===== config.mk =====
export PLATFORM = sky130hd
export DESIGN_NAME = hsl_div
export DESIGN_NICKNAME = d
export VERILOG_FILES = /design/src/design/hsl_pkg.sv /design/src/design/hsl_div.sv
export SDC_FILE = /design/constraint.sdc
export NUM_CORES = 1
export LEC_CHECK = 0
export ABC_CLOCK_PERIOD_IN_PS = 5470
export CAP_MARGIN = 10
export CORE_ASPECT_RATIO = 1.75
export CORE_MARGIN = 1.5
export CORE_UTILIZATION = 63
export DETAILED_ROUTE_END_ITERATION = 8
export DONT_BUFFER_PORTS = 1
export GPL_TIMING_DRIVEN = 0
export PLACE_DENSITY_LB_ADDON = 0.2
export SYNTH_ARGS = -nofsm -noshare
export SYNTH_HDL_FRONTEND = slang
export SYNTH_SLANG_ARGS = --single-unit

===== constraint.sdc =====
create_clock -name i_clk -period 5.47 [get_ports i_clk]
set_clock_uncertainty 0.15 [all_clocks]
set_input_delay 0.8205 -clock i_clk [delete_from_list [all_inputs] [get_ports i_clk]]
set_output_delay 0.8205 -clock i_clk [all_outputs]
set_load 0.01 [all_outputs]

===== src/design/hsl_pkg.sv =====
// ----------------------------------------------------------------------------
// hsl_pkg
// Types, codes and sizing constants of the hashed signature lookup table.
// ----------------------------------------------------------------------------
package hsl_pkg;

    localparam int BUCKETS_DEF = 256;
    localparam int WAYS_DEF    = 4;

    localparam int SIG_W    = 64;
    localparam int NODE_W   = 31;
    localparam int VAL_W    = 32;
    localparam int STATUS_W = 3;
    localparam int CFG_W    = 9;

    localparam logic [CFG_W-1:0] BUCKET_COUNT_RST = 9'd256;

    localparam logic FUNC_INSERT = 1'b0;
    localparam logic FUNC_FIND   = 1'b1;

    localparam logic [STATUS_W-1:0] ST_INSERTED  = 3'd0;
    localparam logic [STATUS_W-1:0] ST_DUPLICATE = 3'd1;
    localparam logic [STATUS_W-1:0] ST_FULL      = 3'd2;
    localparam logic [STATUS_W-1:0] ST_FOUND     = 3'd3;
    localparam logic [STATUS_W-1:0] ST_NOTFOUND  = 3'd4;

    localparam logic signed [VAL_W-1:0] NO_VALUE = -32'sd1;

    typedef struct packed {
        logic              func;
        logic [SIG_W-1:0]  signature;
        logic [NODE_W-1:0] node_value;
    } t_req;

    typedef struct packed {
        logic [STATUS_W-1:0]     status;
        logic signed [VAL_W-1:0] found_value;
    } t_rsp;

    // Write strobes from the sequencer to the table storage.
    typedef struct packed {
        logic fill_we;
        logic ent_we;
    } t_mem_ctl;

    typedef enum logic [2:0] {
        S_CLEAR,
        S_IDLE,
        S_DIV,
        S_FILL,
        S_KEY,
        S_CMP,
        S_FINISH
    } t_state;

endpackage


===== src/design/hsl_div.sv =====
// ----------------------------------------------------------------------------
// hsl_div
// Serial restoring remainder unit: one dividend bit per cycle.
// ----------------------------------------------------------------------------
module hsl_div (
    input  logic                     i_clk,
    input  logic                     i_rst_n,
    input  logic                     i_start,
    input  logic [hsl_pkg::SIG_W-1:0] i_dividend,
    input  logic [hsl_pkg::CFG_W-1:0] i_divisor,
    output logic                     o_done,
    output logic [hsl_pkg::CFG_W-1:0] o_rem
);

    localparam int CW = $clog2(hsl_pkg::SIG_W);

    logic                      r_run;
    logic                      r_done;
    logic [CW-1:0]             r_cnt;
    logic [hsl_pkg::SIG_W-1:0] r_dvd;
    logic [hsl_pkg::CFG_W-1:0] r_div;
    logic [hsl_pkg::CFG_W-1:0] r_rem;

    logic [hsl_pkg::CFG_W:0]   trial;
    logic [hsl_pkg::CFG_W-1:0] n_rem;

    // Shift in the next dividend bit; subtract the divisor when it fits.
    always_comb begin
        trial = {r_rem, r_dvd[hsl_pkg::SIG_W-1]};
        if (trial >= {1'b0, r_div}) begin
            n_rem = hsl_pkg::CFG_W'(trial - {1'b0, r_div});
        end else begin
            n_rem = hsl_pkg::CFG_W'(trial);
        end
    end

    always_ff @(posedge i_clk) begin
        if (!i_rst_n) begin
            r_run  <= 1'b0;
            r_done <= 1'b0;
            r_cnt  <= '0;
        end else begin
            r_done <= 1'b0;
            if (i_start) begin
                r_run <= 1'b1;
                r_cnt <= '0;
            end else if (r_run) begin
                r_cnt <= r_cnt + 1'b1;
                if (r_cnt == CW'(hsl_pkg::SIG_W - 1)) begin
                    r_run  <= 1'b0;
                    r_done <= 1'b1;
                end
            end
        end
    end

    always_ff @(posedge i_clk) begin
        if (i_start) begin
            r_dvd <= i_dividend;
            r_div <= i_divisor;
            r_rem <= '0;
        end else if (r_run) begin
            r_dvd <= {r_dvd[hsl_pkg::SIG_W-2:0], 1'b0};
            r_rem <= n_rem;
        end
    end

    assign o_done = r_done;
    assign o_rem  = r_rem;

endmodule


# After elaboration in Yosys (flattened, before gate mapping)
# Index checks and enable logic that the tools add are counted.
[totals]
regBits = 90
latch_bits = 0
ram_bits = 0
rom_bits = 0
in_bits = 76
out_inout_bits = 10
wordCells = 22
memories = 0
[classes]
add_sub_neg = 2
n_mul = 0
div = 0
n_lt_le_gt_ge = 1
n_eq_ne = 1
shifts = 0
mux = 7
n_bitwise = 2
n_reduce_logical = 3
[ops]
columns = ["operator", "count"]
rows = [
  ["$mux W64", 2],
  ["$ge A10 B9 Y1", 1],
  ["$mux W9", 1],
  ["$sub A9 B9 Y9", 1],
  ["$add A6 B1 Y6 const B", 1],
  ["$eq A6 B6 Y1 const B", 1],
  ["$mux W1", 4],
  ["$reduce_or A3 Y1", 1],
  ["$not A1 Y1", 2],
  ["$reduce_bool A2 Y1", 1],
  ["$reduce_or A2 Y1", 1],
]

# Logic depth before layout (Yosys ltp)
[depth]
depth_word = 4
mapped_depth = 9
depth_no_buf = 9

# Worst setup path before layout
# OpenSTA, ideal clock, no wires.
[synth_timing]
kind = "input to register"
start = "in i_start"
end = "reg r_dvd[0] (netlist bit), enable pin"
setup_time_ns = 0.394
arrival_ns = 2.352
required_ns = 4.926
path_slack_ns = 2.574
cell_stages = 3
path_buffers = 2
path_cell_list = "clkbuf_1 clkbuf_1 or2_2"
[synth_via]
elab_chain_cells = 1
[synth_rtl]
columns = ["element", "line", "text"]
rows = [
  ["start, declared", "hsl_div.sv:8", "input logic i_start,"],
  ["$reduce_bool A2 Y1 (no source line)", "-", ""],
  ["end signal, assigned", "hsl_div.sv:59", "r_dvd <= i_dividend;"],
  ["end signal, assigned", "hsl_div.sv:63", "r_dvd <= {r_dvd[hsl_pkg::SIG_W-2:0], 1'b0};"],
  ["end, declared", "hsl_div.sv:20", "logic [hsl_pkg::SIG_W-1:0] r_dvd;"],
]
# No other way between the ends.
# A chain may end at the register's enable or synchronous reset.

# Final worst setup path
[layout_timing]
start = "reg r_dvd[63] (netlist bit)"
end = "reg r_rem (netlist bit o_rem[4])"
[layout_via]
elab_chain_cells = 2
elab_cells_between_ends = 3
classes_between = "add/sub: 1; order compare: 1; mux: 1"
[layout_rtl]
columns = ["element", "line", "text"]
rows = [
  ["$sub A9 B9 Y9 / $ge A10 B9 Y1 (equally long branches)", "hsl_div.sv:31, hsl_div.sv:30", ""],
  ["$mux W9 (*)", "hsl_div.sv:30", "if (trial >= {1'b0, r_div}) begin"],
  ["end signal, assigned", "hsl_div.sv:64", "r_rem <= n_rem;"],
  ["end, declared", "hsl_div.sv:22", "logic [hsl_pkg::CFG_W-1:0] r_rem;"],
]
# Every way passes the cells marked *; elsewhere a longest branch is shown, timed or not.

==> impl_metrics.py <==
metrics = {
    "status": {
        "status": "completed",
    },
    "synth": {
        "syn_avg_cell_area_um2": 14.34,
        "synthArstFlopShare_pct": 0,
        "synthCells": 289,
        "synth-edff-count": 73,
        "yosys_warnings": 0,
        "synth-main-ff-cell": "edfxtp_1",
        "ys_ff_latch": 90,
        "synth_area_um2": 4145,
        "yosysSeqAreaShare_pct": 61.09,
        "synth_nets": 376,
        "synth_cell_types": 44,
    },
    "pwr": {
        "combinationalPowerShare_pct": 12.3,
        "peakVddDrop_v": 0.0002919,
        "p_per_area_nw_per_um2": 360.1,
        "switching_share_pct": 22.76,
        "p_leak_uw": 0.001663,
        "p_seq_share_pct": 51.7,
        "pwr-share-clk_pct": 36.0,
        "power.switching_uw": 372.6,
        "p_int_uw": 1265,
        "finalPower_uw": 1637,
    },
    "clock_network": {
        "cts-resized-gates": 0,
        "postCtsSetupRepairBufs": 0,
        "cts_tree": "built",
        "hold_buffers": 0,
        "clock_path_buffers": 2,
        "clock_sinks": 90,
        "htree_levels": 3,
        "insertion_delay_ns": 0.34,
        "numCtsBuffers": 9,
        "clk_pin_slew_ns": 0.06,
        "cts_root_buffer": "clkbuf_16",
    },
    "global_route": {
        "grt_pass1_wl_um": 11540,
        "antenna_found_initial": 0,
        "grt_pass1_vias": 2405,
        "grt_util_all_layers_pct": 22.26,
        "overflow": 0,
        "grt_start_max_net_pins": 42,
    },
    "setup_path": {
        "crit_fanout": 7,
        "startpoint": "r_dvd[63]",
        "r2r_start": "r_dvd[63]",
        "critPathRequiredTime_ns": 5.57,
        "r2r_cells": 9,
        "crit_path_start_kind": "flop",
        "worstSetupPathType": "flop to flop",
        "arrival_ns": 2.98,
        "end_kind": "flop",
        "reg2reg_to": "o_rem[4]",
        "crit_path_end": "o_rem[4]",
        "rrSetupSlack_ns": 2.59,
    },
    "floorplan": {
        "ioPinCount": 86,
        "die_w_um": 64.32,
        "initial_core_util_pct": 64.36,
        "coreArea_um2": 6441,
        "die-area_um2": 7094,
        "fp.dieH_um": 110.3,
        "placementRows": 39,
    },
    "routing": {
        "drc": 0,
        "drt_first_pass_iters": 4,
        "drt_iter0_drc": 119,
        "wl_per_cell_um": 19.52,
        "ant_nets": 0,
        "routed_wirelength_um": 7575,
        "num_vias": 2356,
        "viasPerCell": 6.072,
    },
    "sta": {
        "fin_tns_setup_ns": 0,
        "final_hold_viol_count": 0,
        "max-slew-margin-rel_pct": 60.76,
        "worst_pin_slew_ns": 0.5886,
        "rsz0062_at_grt": "false",
        "maxSlewViolCount": 0,
        "finalCritPeriodShare_pct": 52.63,
        "setup_viol": 0,
        "min_period_ns": 2.879,
        "fmax_mhz": 347.3,
    },
    "placed_design": {
        "dp_hpwl_um": 5508,
        "portBuffers": 0,
        "placed_area_um2": 4268,
        "gp_congestion": 0.8282,
    },
    "finish": {
        "fin_util_pct": 70.59,
        "drive_gt1_share_pct": 27.12,
        "fin_nets": 388,
        "fin_area_um2": 4547,
        "area_delta_synth_final_pct": 9.689,
        "num_antenna_cells": 0,
    },
    "job": {
        "max_cap_viol_count": 0,
    },
    "hold_path": {
        "hold_class": "flop to flop",
    },
}
layer usage:
layer | global-route usage (%) | up-vias | part of all wire (%)
met5 | 0 | - | 0
met4 | 13.53 | 0 | 2.4
met3 | 7.716 | 18 | 6.9
met2 | 38.24 | 76 | 54
met1 | 23.27 | 1151 | 37
li1 | - | 1111 | -
registers in the layout, summed over array words and instances, names as in the netlist:
register  count
o_done        1
r_dvd        64
o_rem         9
r_run         1
r_div         9
r_cnt         6
layout by cell type (no fill, tap or decap), types with 2 or more instances in the layout:
cell type and instances:
nand3_1 4, and2_1 2, o211ai_1 4, dfxtp_1 17
nand4_1 2, buf_2 2, inv_1 12, ha_1 10
nand2_1 8, xor2_1 6, mux2_2 63, o21ai_0 2
nand2b_1 3, nor2_1 18, a211oi_1 8, or3_1 2
nand3b_1 2, clkbuf_16 9, xnor2_1 2, clkinv_1 2
mux2i_1 7, a311oi_1 2, a21oi_1 10, buf_1 4
clkbuf_1 9, edfxtp_1 73
power by group through the flow:
stage	logic [uW]	clock network [uW]	registers, uW
2_1_floorplan	164	0	851
4_1_cts	204	599	848
6_report	202	589	847
3_5_place_dp	202	0	862
3_3_place_gp	194	0	861
5_1_grt	224	620	853
area by class of cell:
type	count	area (um^2)
timing repair buffer	1	20.02
fill	464	1894
sequential	90	2532
clock inverter	4	42.54
clock buffer	12	236.5
tap	82	102.6
inverter	12	45.04
multi-input combinational	175	1520
buffer	12	47.55
critical path: stages, from the launching register on:
cell      delay, ns
edfxtp_1       0.38
inv_1          0.07
ha_1           0.16
inv_1          0.06
fa_1           0.41
a211oi_1       0.51
o21a_1         0.34
o211ai_2       0.27
mux2i_1        0.20
a211oi_1       0.25
metrics by stage:
| stage | instances | worst slack [ns] | hold slack (ns) |
|---|---|---|---|
| after floorplan | 289 | 2.574 | 0.3039 |
| after global placement | 371 | 2.077 | 0.3167 |
| after detailed placement | 372 | 2.432 | 0.3620 |
| after CTS | 388 | 2.575 | 0.3744 |
| after global routing | 388 | 2.450 | 0.3960 |
| final | 388 | 2.591 | 0.3677 |
cells in the mapped netlist, types with 2 or more instances:
cell type,count,area share (%)
inv_1,12,1.1
ha_1,10,3.0
mux2i_1,7,1.7
nor2_1,18,1.6
nand3_1,4,0.48
clkbuf_1,6,0.54
nand4_1,2,0.30
a211oi_1,8,1.4
o211ai_1,4,0.72
and2_1,2,0.30
nand3b_1,2,0.36
dfxtp_1,17,8.2
mux2_2,63,17
a311oi_1,2,0.42
nand2_1,8,0.72
buf_2,2,0.24
xor2_1,6,1.3
a21oi_1,10,1.2
o21ai_0,2,0.24
buf_1,4,0.36
edfxtp_1,73,53
or3_1,2,0.30
xnor2_1,2,0.42
nand2b_1,3,0.45
worst min path at each step:
stage                   from       end  slack (ns)  cells past startpoint
finish              r_cnt[5]  r_cnt[5]        0.37                      2
global route        r_cnt[5]  r_cnt[5]        0.40                      2
CTS                 r_cnt[5]  r_cnt[5]        0.37                      2
detailed placement  r_cnt[5]  r_cnt[5]        0.36                      2
global placement    r_cnt[5]  r_cnt[5]        0.32                      2
floorplan           r_cnt[5]  r_cnt[5]        0.30                      2
kinds of logic after synthesis:
family | Yosys count | share of synthesized area (%)
AND/OR/NAND/NOR | 51 | 6.580
buffers and inverters | 24 | 2.233
XOR/XNOR | 8 | 1.690
adder cells (fa/ha/maj) | 11 | 3.501
flip-flops | 90 | 61.09
AO/OA/AOI/OAI | 35 | 6.098
multiplexers | 70 | 18.80
No activity file was read; power rests on OpenSTA's default activity.
