### src/design/hsl_pkg.sv
// ----------------------------------------------------------------------------
// hsl_pkg
// Types, codes and sizing constants of the hashed signature lookup table.
// ----------------------------------------------------------------------------
package hsl_pkg;

    localparam int BUCKETS_DEF = 256;
    localparam int WAYS_DEF    = 4;

    localparam int SIG_W    = 64;
    localparam int NODE_W   = 31;
    localparam int VAL_W    = 32;
    localparam int STATUS_W = 3;
    localparam int CFG_W    = 9;

    localparam logic [CFG_W-1:0] BUCKET_COUNT_RST = 9'd256;

    localparam logic FUNC_INSERT = 1'b0;
    localparam logic FUNC_FIND   = 1'b1;

    localparam logic [STATUS_W-1:0] ST_INSERTED  = 3'd0;
    localparam logic [STATUS_W-1:0] ST_DUPLICATE = 3'd1;
    localparam logic [STATUS_W-1:0] ST_FULL      = 3'd2;
    localparam logic [STATUS_W-1:0] ST_FOUND     = 3'd3;
    localparam logic [STATUS_W-1:0] ST_NOTFOUND  = 3'd4;

    localparam logic signed [VAL_W-1:0] NO_VALUE = -32'sd1;

    typedef struct packed {
        logic              func;
        logic [SIG_W-1:0]  signature;
        logic [NODE_W-1:0] node_value;
    } t_req;

    typedef struct packed {
        logic [STATUS_W-1:0]     status;
        logic signed [VAL_W-1:0] found_value;
    } t_rsp;

    // Write strobes from the sequencer to the table storage.
    typedef struct packed {
        logic fill_we;
        logic ent_we;
    } t_mem_ctl;

    typedef enum logic [2:0] {
        S_CLEAR,
        S_IDLE,
        S_DIV,
        S_FILL,
        S_KEY,
        S_CMP,
        S_FINISH
    } t_state;

endpackage

### src/design/hsl_ctrl.sv
// ----------------------------------------------------------------------------
// hsl_ctrl
// Request sequencer: clear sweep, remainder, bucket scan and result.
// ----------------------------------------------------------------------------
module hsl_ctrl #(
    parameter int BUCKETS = hsl_pkg::BUCKETS_DEF,
    parameter int WAYS    = hsl_pkg::WAYS_DEF,
    localparam int BW     = (BUCKETS > 1) ? $clog2(BUCKETS) : 1,
    localparam int WW     = (WAYS > 1) ? $clog2(WAYS) : 1,
    localparam int FW     = $clog2(WAYS + 1)
) (
    input  logic                       i_clk,
    input  logic                       i_rst_n,
    input  logic                       start,
    input  hsl_pkg::t_req              i_req,
    input  logic                       i_cfg_we,
    input  logic [hsl_pkg::CFG_W-1:0]  i_cfg_wdata,
    input  logic                       i_div_done,
    input  logic [hsl_pkg::CFG_W-1:0]  i_div_rem,
    input  logic [FW-1:0]              i_fill,
    input  logic [hsl_pkg::SIG_W-1:0]  i_key,
    input  logic [hsl_pkg::NODE_W-1:0] i_node,
    output logic                       o_div_start,
    output logic [hsl_pkg::CFG_W-1:0]  o_divisor,
    output hsl_pkg::t_mem_ctl          o_ctl,
    output logic [BW-1:0]              o_bucket,
    output logic [WW-1:0]              o_way,
    output logic [FW-1:0]              o_fill_wdata,
    output logic [hsl_pkg::SIG_W-1:0]  o_key,
    output logic [hsl_pkg::NODE_W-1:0] o_node,
    output logic                       busy,
    output logic                       o_done,
    output hsl_pkg::t_rsp              o_rsp
);

    hsl_pkg::t_state r_state, n_state;

    logic [hsl_pkg::CFG_W-1:0]  r_bucket_count;
    logic                       r_func;
    logic [hsl_pkg::SIG_W-1:0]  r_sig;
    logic [hsl_pkg::NODE_W-1:0] r_node;
    logic [BW-1:0]              r_bucket, n_bucket;
    logic [FW-1:0]              r_way, n_way;
    logic                       r_hit, n_hit;
    logic                       r_done, n_done;
    hsl_pkg::t_rsp              r_rsp, n_rsp;

    logic                       accept;
    logic [hsl_pkg::CFG_W-1:0]  eff_count;

    assign accept = (r_state == hsl_pkg::S_IDLE) && start;

    // Saturate the bucket count into 1..BUCKETS.
    always_comb begin
        eff_count = r_bucket_count;
        if (r_bucket_count == '0) begin
            eff_count = hsl_pkg::CFG_W'(1);
        end else if (32'(r_bucket_count) > BUCKETS) begin
            eff_count = hsl_pkg::CFG_W'(BUCKETS);
        end
    end

    always_ff @(posedge i_clk) begin
        if (!i_rst_n) begin
            r_state        <= hsl_pkg::S_CLEAR;
            r_bucket_count <= hsl_pkg::BUCKET_COUNT_RST;
            r_bucket       <= '0;
            r_way          <= '0;
            r_hit          <= 1'b0;
            r_done         <= 1'b0;
        end else begin
            r_state  <= n_state;
            r_bucket <= n_bucket;
            r_way    <= n_way;
            r_hit    <= n_hit;
            r_done   <= n_done;
            if (i_cfg_we) begin
                r_bucket_count <= i_cfg_wdata;
            end
        end
    end

    always_ff @(posedge i_clk) begin
        r_rsp <= n_rsp;
        if (accept) begin
            r_func <= i_req.func;
            r_sig  <= i_req.signature;
            r_node <= i_req.node_value;
        end
    end

    always_comb begin
        n_state      = r_state;
        n_bucket     = r_bucket;
        n_way        = r_way;
        n_hit        = r_hit;
        n_done       = 1'b0;
        n_rsp        = r_rsp;
        o_ctl        = '0;
        o_fill_wdata = '0;

        unique case (r_state)
            hsl_pkg::S_CLEAR: begin
                // Sweep every bucket fill count to zero.
                o_ctl.fill_we = 1'b1;
                n_bucket      = r_bucket + 1'b1;
                if (r_bucket == BW'(BUCKETS - 1)) begin
                    n_state  = hsl_pkg::S_IDLE;
                    n_bucket = '0;
                end
            end
            hsl_pkg::S_IDLE: begin
                if (start) begin
                    n_state = hsl_pkg::S_DIV;
                end
            end
            hsl_pkg::S_DIV: begin
                if (i_div_done) begin
                    n_bucket = BW'(i_div_rem);
                    n_way    = '0;
                    n_hit    = 1'b0;
                    n_state  = hsl_pkg::S_FILL;
                end
            end
            hsl_pkg::S_FILL: begin
                n_state = hsl_pkg::S_KEY;
            end
            hsl_pkg::S_KEY: begin
                if (r_way == i_fill) begin
                    n_state = hsl_pkg::S_FINISH;
                end else begin
                    n_state = hsl_pkg::S_CMP;
                end
            end
            hsl_pkg::S_CMP: begin
                if (i_key == r_sig) begin
                    n_hit   = 1'b1;
                    n_state = hsl_pkg::S_FINISH;
                end else begin
                    n_way   = r_way + 1'b1;
                    n_state = hsl_pkg::S_KEY;
                end
            end
            hsl_pkg::S_FINISH: begin
                n_done            = 1'b1;
                n_state           = hsl_pkg::S_IDLE;
                n_rsp.found_value = hsl_pkg::NO_VALUE;
                if (r_func == hsl_pkg::FUNC_FIND) begin
                    if (r_hit) begin
                        n_rsp.status      = hsl_pkg::ST_FOUND;
                        n_rsp.found_value = {1'b0, i_node};
                    end else begin
                        n_rsp.status = hsl_pkg::ST_NOTFOUND;
                    end
                end else if (r_hit) begin
                    n_rsp.status = hsl_pkg::ST_DUPLICATE;
                end else if (i_fill == FW'(WAYS)) begin
                    n_rsp.status = hsl_pkg::ST_FULL;
                end else begin
                    // Append at the first free way; r_way equals the fill here.
                    n_rsp.status  = hsl_pkg::ST_INSERTED;
                    o_ctl.ent_we  = 1'b1;
                    o_ctl.fill_we = 1'b1;
                    o_fill_wdata  = i_fill + 1'b1;
                end
            end
            default: begin
                n_state = hsl_pkg::S_IDLE;
            end
        endcase
    end

    assign o_div_start = accept;
    assign o_divisor   = eff_count;
    assign o_bucket    = r_bucket;
    assign o_way       = r_way[WW-1:0];
    assign o_key       = r_sig;
    assign o_node      = r_node;
    assign busy        = (r_state != hsl_pkg::S_IDLE);
    assign o_done      = r_done;
    assign o_rsp       = r_rsp;

endmodule

### config.mk
export PLATFORM = sky130hd
export DESIGN_NAME = hsl_ctrl
export DESIGN_NICKNAME = d
export VERILOG_FILES = /design/src/design/hsl_pkg.sv /design/src/design/hsl_ctrl.sv
export SDC_FILE = /design/constraint.sdc
export NUM_CORES = 1
export LEC_CHECK = 0
export BUFFER_PORTS_ARGS = -buffer_cell sky130_fd_sc_hd__buf_2
export CAP_MARGIN = 20
export CORE_AREA = 3 3 143 145
export CTS_CLUSTER_SIZE = 28
export DETAILED_ROUTE_END_ITERATION = 12
export DIE_AREA = 0 0 146 148
export PLACE_DENSITY = 0.75
export SLEW_MARGIN = 5
export SYNTH_ARGS = -nofsm -noshare
export SYNTH_HDL_FRONTEND = slang
export SYNTH_SLANG_ARGS = --single-unit
### constraint.sdc
create_clock -name i_clk -period 4.4 [get_ports i_clk]
set_input_delay 0.44 -clock i_clk [delete_from_list [all_inputs] [get_ports i_clk]]
set_output_delay 0.44 -clock i_clk [all_outputs]
set_load 0.01 [all_outputs]
* Word level (Yosys, flattened, before mapping)
Cells that the tools add are included.
** Cells by class
- Add/sub/neg operators :: 3
- Order comparisons :: 1
- Eq/ne operators :: 16
- Multiplexer cells :: 32
- Reduce and logical (&&, ||, !) cells :: 10
** Operators by type and width (count)
- equality test 64 bit :: 1
- 2-to-1 mux 3 bit :: 12
- 2-to-1 mux 32 bit :: 1
- 2-to-1 mux 9 bit :: 2
- one-hot mux 3 bit (6 select lines) :: 1
- 2-to-1 mux 8 bit :: 2
- one-hot mux 8 bit (2 select lines) :: 1
- equality test 3 bit, second input constant :: 4
- 2-to-1 mux 2 bit :: 6
- != test 2 bit, second input constant :: 5
- > comparator 9 bit, second input constant :: 1
- logical NOT 9 bit :: 1
- AND reduction 3 bit :: 3
- adder 8 x 1 -> 8 bit, second input constant :: 1
- equality test 8 bit, second input constant :: 1
- adder 3 x 1 -> 3 bit, second input constant :: 2
- equality test 3 x 2 -> 1 bit, second input constant :: 2
- one-hot mux 3 bit (2 select lines) :: 1
- 2-to-1 mux 1 bit :: 4
- one-hot mux 1 bit (2 select lines) :: 2
- AND reduction 2 bit :: 2
- nonzero test 2 bit :: 2
- equality test 3 x 1 -> 1 bit, second input constant :: 1
- equality test 3 bit :: 1
- other kinds (3) :: 3
** Storage, ports and cells
- Flip-flop bits (word level) :: 156
- Input port bits :: 217
- Output and inout bits :: 157
- Word-level logic and storage cells :: 74

* Longest topological paths before layout
- Depth in word-level cells :: 5
- Gate-level depth with buffers :: 8
- Mapped depth without buffers :: 7

* Worst setup path before layout
Ideal clock, no wire load.
- Path type :: reg2reg
- From :: register r_state[1]
- To :: register r_sig (netlist bit o_key[0]) (enable)
- Library setup time :: 0.469 ns
- Arrival time :: 3.080 ns
- Required time :: 3.931 ns
- Setup slack :: 0.851 ns
- Stages on the path, launching flop included :: 5
- Buffers on the path :: 2
- Clock period less this slack :: 3.549 ns
- Path through :: dfxtp_1 clkbuf_1 clkbuf_1 nor2_1 and3_1
** On the way
- Longest elaborated chain between the ends :: 2
** RTL lines
- start: declaration :: line hsl_ctrl.sv:36 : hsl_pkg::t_state r_state, n_state;
- start signal: assignment :: line hsl_ctrl.sv:65 : r_state <= hsl_pkg::S_CLEAR;
- start signal: assignment :: line hsl_ctrl.sv:72 : r_state <= n_state;
- equality test 3 x 1 -> 1 bit :: line hsl_ctrl.sv:51 : assign accept = (r_state == hsl_pkg::S_IDLE) && start;
- logical AND 1 bit :: line hsl_ctrl.sv:51
- via o_div_start :: line hsl_ctrl.sv:23 : output logic o_div_start,
- end signal: assignment :: line hsl_ctrl.sv:87 : r_sig <= i_req.signature;
- end: declaration :: line hsl_ctrl.sv:40 : logic [hsl_pkg::SIG_W-1:0] r_sig;
The timed path passes the listed nets, and every way through them passes these cells.
A chain may end at the register's enable or synchronous reset.

* Final worst setup path
- From :: register r_sig (netlist bit o_key[33])
- To :: register r_way[1]
** On the way
- Longest elaborated chain between the ends :: 3
** RTL lines
- equality test 64 bit :: line hsl_ctrl.sv:136 : if (i_key == r_sig) begin
- != test 2 bit (no source line)
- AND reduction 3 bit (no source line)
- end signal: assignment :: line hsl_ctrl.sv:74 : r_way <= n_way;
- end: declaration :: line hsl_ctrl.sv:43 : logic [FW-1:0] r_way, n_way;
No other way between the ends.

==> impl_summary.log <==
[metrics] share of synthesized area occupied by flip-flops and latches: 0.703
[metrics] die outline area: 21600 sq um
[metrics] number of synthesized flops with an enable pin: about 130
[metrics] antenna violations before repair: 1
[metrics] Routed wire per std cell: roughly 16 um
[metrics] detailed-route via count: 4883
[metrics] Worst EP required: 4690 ps
[metrics] Min-Delay Path Class: in -> reg
[metrics] number of maximum-capacitance violations: 0
[metrics] total wire length: 17.9 mm
[metrics] number of buffers added to fix hold violations after cts: 0
[metrics] Resize count post-CTS: 0
[metrics] drt via density: 4.46
[metrics] Final Net Count: 1039
[metrics] worst setup margin: approximately 1800 ps
[metrics] sum of net half-perimeters after detailed placement: about 14 mm
[metrics] pin slew with the least headroom to its limit: 966 ps
[metrics] final hold violation count: 0
[metrics] Crit. Startpoint: o_key[33]
[metrics] final setup fails: 0
[metrics] post-synthesis instance area: 6300 sq um
[metrics] post-route standard cell area excluding fillers: 9060 sq um
[metrics] number of distinct library cells after synthesis: 45
[metrics] share of the synthesized area in the top cell type: 0.624
[metrics] final weighted congestion in routability-driven placement: 0.879
[metrics] area post-placement: 8470 sq um
[metrics] pre-CTS setup slack: 1660 ps
[metrics] flop2flop setup slack: 1810 ps
[metrics] cell taking the most area after synthesis: sky130_fd_sc_hd__edfxtp_1
[metrics] Setup Total Neg Slack: 0 ps
[metrics] most numerous cell types in the synthesized netlist: sky130_fd_sc_hd__edfxtp_1, sky130_fd_sc_hd__xor2_1, sky130_fd_sc_hd__or2_2, sky130_fd_sc_hd__nand2_1, sky130_fd_sc_hd__dfxtp_1
[metrics] clock latency of the later-clocked register in the worst-skew pair: 420 ps
[metrics] pin count of the biggest net entering global routing: 44
[metrics] buffers added on ports: 372
[metrics] run status: finished clean
[metrics] overall die width: ~150 um
[metrics] via count of the first global-routing pass: 4887
[metrics] relative max-transition margin: 0.354
[metrics] cell-by-cell trace of the critical path: xor2_1, nor4_1, nand4_1, nor4_4, and3_2, nor3_2
[metrics] count of state elements after synthesis: 156
[metrics] All-Layer GR Usage: 0.161
[metrics] Avg Inst Size Synth: 14.4 sq um
[metrics] Period minus WS final: 2590 ps
[metrics] number of DRC violations after detailed routing: 0
[metrics] worst clock skew: 9.43 ps
[metrics] Area growth, synth to finish: 43.7%
[metrics] most common cell in the synthesized netlist: sky130_fd_sc_hd__edfxtp_1
[metrics] worst-case clock buffer depth: 2
[metrics] global-route wire length before repair: between 20 and 30 mm
[metrics] count of buffer and inverter cells on the critical path: 0
[metrics] overall power: 0.00378 W
[metrics] standard cell with the maximum stage delay on the critical path: sky130_fd_sc_hd__nor4_1
[metrics] number of setup buffers added after CTS: 0
[metrics] die extent in y: 148 um
[metrics] setup repair after global routing missed its margin: false
[metrics] power density cells: around 420 nW/um^2
[metrics] Antenna Cells: 0
[metrics] commonest register cell after synthesis: sky130_fd_sc_hd__edfxtp_1
[metrics] peak fanout along the critical path: 8
[metrics] starting density of the core: 0.326
[metrics] Core Region: 19300 sq um
[metrics] clock slew at the register clock pins of the worst setup and hold paths: 70 ps
[metrics] worst-case vdd ir drop: 0.235 mV
[metrics] data arrival time of the critical path: 2870 ps
[metrics] Core Rows: 51
[metrics] H-tree levels: 4
[metrics] startpoint class of the critical path: flop
[metrics] crit-path leading delay family: simple AND/OR/NAND/NOR gates
[metrics] overflow left after global routing: 0
[metrics] DRT iter0 DRCs: 197
[metrics] endpoint class of the critical path: flop
[metrics] Slew Limit Fails: 0
[metrics] critical path endpoint: r_way[1]
[metrics] iteration count of the initial detailed-routing pass: 4
[metrics] share of cells above drive strength 1: 0.539
[metrics] end of the worst register-to-register path: r_way[1]
[metrics] critical path class: reg -> reg
[metrics] share of async-settable or async-resettable flops after synthesis: 0
[metrics] Synth area leaders: sky130_fd_sc_hd__edfxtp_1, sky130_fd_sc_hd__xor2_1, sky130_fd_sc_hd__dfxtp_1, sky130_fd_sc_hd__or2_2, sky130_fd_sc_hd__nor4_1
[metrics] count of antenna-violating nets left after detailed routing: 0
[metrics] worst-case hold slack: 189 ps
[metrics] largest incremental delay on the critical path: 590 ps
[metrics] launching point of the worst reg2reg path: o_key[33]
[metrics] number of nets produced by synthesis: 660
[metrics] path length in cells of the critical path: 6
[metrics] number of top-level pins: 374
[metrics] synthesized instance count: ~440
[metrics] Syn. warnings: 0
[metrics] cell chosen for the clock root: sky130_fd_sc_hd__clkbuf_16
[metrics] fmax: 387 MHz
[metrics] clock tree from TritonCTS: built
[metrics] final worst path period share: 0.588
[metrics] Register-to-Register Path Depth: 6
[metrics] number of clock buffers inserted by TritonCTS: 17
[metrics] clock sinks: 156
[metrics] static leakage: about 3.9 nW
sequential cells by signal, indices dropped and copies added (netlist names), 3 cells and up:
register,flops
o_key,64
o_rsp,35
o_node,31
r_bucket_count,9
o_bucket,8
r_state,3
r_way,3
kinds of logic (layout without fill, tap and decap cells):
group	after synthesis	after routing	synth area share
buffers and inverters	21	413	0.0137
muxes	9	9	0.0143
and+or+nand+nor	140	140	0.125
DFF	156	156	0.703
xor gates and xnor gates	68	68	0.0945
AOI/OAI and AO/OA	41	41	0.0409
adders and majority gates	4	4	0.00794
report_power, final:
group | switching [W] | internal [W]
clock | 0.000654 | 0.000810
combinational | 0.000285 | 0.000217
sequential | 0.0000774 | 0.00174
metrics by stage:
step,util,cells
detailed placement,0.438,1064
finish,0.469,1096
floorplan,-,439
global placement,0.438,1064
CTS,0.469,1096
global route,0.469,1096
cell usage in the layout, fill, tap and decap left out, drive strengths merged, types with 2 or more instances in the layout:
cell    netlist  layout
nand3         3       3
nor4         19      19
ha            4       4
buf           3     375
a21boi        2       2
clkbuf       12      17
inv           5      15
o21ai        12      12
nand4         4       4
edfxtp      131     131
and3          6       6
o31ai         4       4
or3           3       3
nor2         18      18
dfxtp        25      25
nand2        27      27
xor2         64      64
a21oi        10      10
a31oi         3       3
mux2i         9       9
nor2b        15      15
nor3          4       4
clkinv        1       4
nand2b        2       2
a211oi        2       2
xnor2         4       4
and2          2       2
nand3b        4       4
or2          31      31
metal layers:
layer  global-route usage  vias up  routed length (um)
met5                    0        -                  18
met2                0.271      219                9010
met3               0.0598       26                1550
met1                0.192     2282                7010
li1                     -     2354                   -
met4               0.0536        2                 320
worst min-delay path by stage:
stage / slack (ps) / to / startpoint / cells past startpoint
after floorplan: 460 / r_bucket_count[0] / r_bucket_count[0] / 2
after global placement: 490 / r_bucket_count[0] / r_bucket_count[0] / 2
after detailed placement: 490 / r_bucket_count[0] / r_bucket_count[0] / 2
after CTS: 170 / o_node[11] / i_req[11] / 1
after global routing: 160 / o_node[10] / i_req[10] / 1
final: 190 / o_node[0] / i_req[0] / 1
final cells by class:
cell class                 count  area, sq um
fill                        1772        10300
clock buffer                  17          425
tap                          265          332
clock inverter                15          168
inverter                       6         22.5
sequential                   156         4430
multi-input combinational    262         1800
timing repair buffer         375         1880
Power figures use the tool's default switching activity.
